`src/rtl/core/aes_key_store.sv`:
```
// ----------------------------------------------------------------------------
// AES key store
// Round key memory, one 128-bit key per entry, registered read.
// ----------------------------------------------------------------------------
`default_nettype none

module aes_key_store #(
    parameter int DEPTH = 15
)
(
    input  wire logic                     clk,
    input  wire logic                     wr_en,
    input  wire logic [$clog2(DEPTH)-1:0] wr_addr,
    input  wire logic [127:0]             wr_data,
    input  wire logic [$clog2(DEPTH)-1:0] rd_addr,
    output logic      [127:0]             rd_data
);

    logic [127:0] mem [DEPTH];

    always_ff @(posedge clk)
    begin
        if (wr_en)
        begin
            mem[wr_addr] <= wr_data;
        end
        rd_data <= mem[rd_addr];
    end

endmodule

`default_nettype wire

```
`config.mk`:
```
export PLATFORM = sky130hd
export DESIGN_NAME = aes_key_store
export DESIGN_NICKNAME = d
export VERILOG_FILES = /design/src/rtl/core/aes_key_store.sv
export SDC_FILE = /design/constraint.sdc
export NUM_CORES = 2
export LEC_CHECK = 0
export BUFFER_PORTS_ARGS = -buffer_cell sky130_fd_sc_hd__buf_2
export CORE_ASPECT_RATIO = 0.6
export CORE_MARGIN = 2
export CORE_UTILIZATION = 45
export CTS_CLUSTER_SIZE = 25
export DETAILED_ROUTE_END_ITERATION = 10
export GPL_ROUTABILITY_DRIVEN = 1
export SLEW_MARGIN = 40
export SYNTH_ARGS = -nofsm -noshare
export SYNTH_HDL_FRONTEND = slang
export SYNTH_SLANG_ARGS = --single-unit
```
`constraint.sdc`:
```
create_clock -name clk -period 12.3 [get_ports clk]
set_clock_uncertainty 0.2 [all_clocks]
set_input_delay 1.845 -clock clk [delete_from_list [all_inputs] [get_ports clk]]
set_output_delay 1.845 -clock clk [all_outputs]
set_load 0.005 [all_outputs]
```
==> out/results.txt <==
Status: complete, no violations
Initial drt markers: 3878
Final setup fails: 0
Min-Delay Path Class: flop to flop
Fin crit share: 0.3771
Pins Over Slew Limit: 0
Drt pass-1 iters: 6
CTS tree: done
Post-DP HPWL: 91340 microns
FILL cells: 13318
Num CTS Buffers: 187
CP arrival: 5.13 ns
Vias in the first global route: 36573
Pre-CTS worst setup slack: 6.871 ns
Per-cell routed wire length: 29.09 microns
Worst hold start: mem[14][119]
Dpl cells: 6062
Register area share after synthesis: 0.7959
Startpoint types: input pin
FMAX: 215.6 MHz
WP data required: 12.79 ns
Worst path max stage delay: 0.77 ns
Synth top area cells: edfxtp_1 76%, mux4_2 8.0%, mux2i_1 4.8%, dfxtp_1 3.4%, a22oi_1 1.3%
Post-CTS Setup Inserts: 0
Largest net degree at the start of global routing: 104
Vias per cell: 5.779
CTS Sinks: 2048
Non-Filler Instances: 6411
Share of cells above drive strength 1: 0.2155
Flops & latches, synth: 2048
Die W: 533.4 microns
Post-CTS Resized: 0
Crit path launch: rd_addr[1]
DRC violations left: 0
Final Util: 0.5127
Worst hold endpoint: rd_data[119]
Top cell type's share of synthesized area: 0.7620
GRT Total Usage: 0.2148
Worst R2R Path Depth: 3
Core Area: 166900 sq um
Total Neg Setup Slack: 0 ns
Largest area contributor in the netlist: edfxtp_1
Kind of critical path: input pin to flop
Reg2Reg Setup Slack: 10.67 ns
RSZ-0062 raised after global routing: no
Mean area per synthesized cell: 20.55 sq um
Slew @ Worst Pin: 0.8952 ns
Final hold viol count: 0
DIE HEIGHT: 321.6 microns
Initial antenna violation count: 43
Root buf cell: clkbuf_16
Mapped Nets: 3820
Mapped Area: 75660 sq um
Mapped Cells: 3682
IO Pins: 266
P&R area growth vs syn: 13.11%
Placer Congestion: 0.7064
Clk buf depth: 4
Final WS setup: 7.662 ns
First-pass GRT wire length: 266800 microns
Slowest cell on crit path: buf_4
Pwr dens: 165.7 nW/um^2
Drt total wl: 186500 microns
Post-DRT Antenna Nets: 0
RR Startpoint: mem[2][83]
Normalized max-slew margin: 0.4032
Yosys warning count: 0
Starting density of the core: 0.4533
Hold path depth: 2
Die ar.: 171500 sq um
Port bufs: 265
Synth unique cells: 31
RR Endpoint: rd_data[83]
Vias after detailed routing: 37052
Crit-path cells: buf_8 -> buf_4 -> or2_4 -> buf_4 -> o22ai_1 -> a31oi_1 -> o21ai_1
Crit path time final: 4.638 ns
Min Hold Slack: 0.3526 ns
Max Cap Viol: 0
Pleak: 28.10 nW
NumNets Final: 4154
# rows: 116
Htree depth: 4
VDD IR max: 0.1170 mV
Crit-path most repeated cell: buf_4
Hold buffers post-CTS: 0
Critical path capture point type: flop
GRT Residual Overflow: 0
Clk Latency, worst-skew pair: 0.82 ns
Crit-path max FO: 67
Clk pin slew, worst setup/hold paths: 0.06 ns
==> layout by cell type, fill, tap and decap left out, drive strengths merged, types with 8 or more instances in the layout <==
cell type / count
a22oi: 128
dfxtp: 128
bufinv: 10
buf: 352
nor2: 32
o22ai: 116
o211ai: 12
nand2b: 122
mux4: 268
edfxtp: 1920
a21oi: 12
a31oi: 116
clkbuf: 264
mux2i: 360
nand2: 130
clkinv: 52
inv: 8
o21ai: 116
==> cell families (layout without fill, tap and decap cells) <==
group / after synthesis / count (layout) / share of synthesized area
other cells: 0 / 7 / 0
mux: 628 / 628 / 0.1274
compound gates: 500 / 500 / 0.04154
flops: 2048 / 2048 / 0.7959
buf+inv: 210 / 690 / 0.01599
simple gates: 296 / 296 / 0.01915
==> flip-flops by register name, summed over array words and instances (netlist names) <==
name	count
rd_data	128
mem	1920
==> how the worst max path moves through the flow <==
stage / to / slack (ns)
floorplan: mem[0][0] / 0.33
global placement: mem[14][14] / 6.63
detailed placement: rd_data[73] / 6.87
CTS: rd_data[105] / 7.75
global route: rd_data[80] / 7.59
finish: rd_data[73] / 7.66
==> synthesized netlist by cell type (all sizes together) <==
library cell  number
clkinv             1
clkbuf            69
o22ai            116
nand2b           122
a21oi             12
dfxtp            128
a22oi            128
nor3               4
nand3b             2
edfxtp          1920
and2b              1
buf              138
o21ai            116
nor2b              1
inv                2
nor2              32
nand2            130
or2                2
mux4             268
or3b               1
a31oi            116
mux2i            360
o211ai            12
nand3              1
==> worst max-delay path: cells and delay by family <==
kind	cells	cell delay [ns]
buf+inv	3	1.95
simple gates	1	0.55
compound gates	3	0.64
==> per-layer routing <==
metal | vias up | global-route usage | wire (microns)
met2 | 1294 | 0.3326 | 86630
met1 | 19724 | 0.3210 | 83340
met3 | 261 | 0.03862 | 12900
met4 | 24 | 0.04394 | 3444
met5 | - | 0 | 150
li1 | 15749 | - | -
==> metrics by stage <==
step | area [sq um] | total power [W]
5_1_grt | 85570 | 0.01464
2_1_floorplan | 75660 | 0.008401
4_1_cts | 85400 | 0.01431
6_report | 85580 | 0.01418
3_3_place_gp | 79400 | 0.008728
3_5_place_dp | 79620 | 0.008739
==> where the power goes <==
part           internal, W  leakage [nW]  switching [W]
Clock              0.00313          2.82        0.00248
Combinational     0.000264          6.86       0.000452
Sequential         0.00780          18.4      0.0000692
Total               0.0112          28.1        0.00300
==> layout make-up <==
class / count / area (sq um) / share of cell area
tap: 2242 / 2805 / 0.03278
sequential: 2048 / 60220 / 0.7036
multi-input combinational: 1424 / 14360 / 0.1678
timing repair buffer: 352 / 2379 / 0.02779
inverter: 3 / 23.77 / 0.0002778
antenna: 7 / 17.52 / 0.0002047
clock buffer: 264 / 5141 / 0.06007
clock inverter: 71 / 634.4 / 0.007412
No activity file was read; power rests on OpenSTA's default activity.
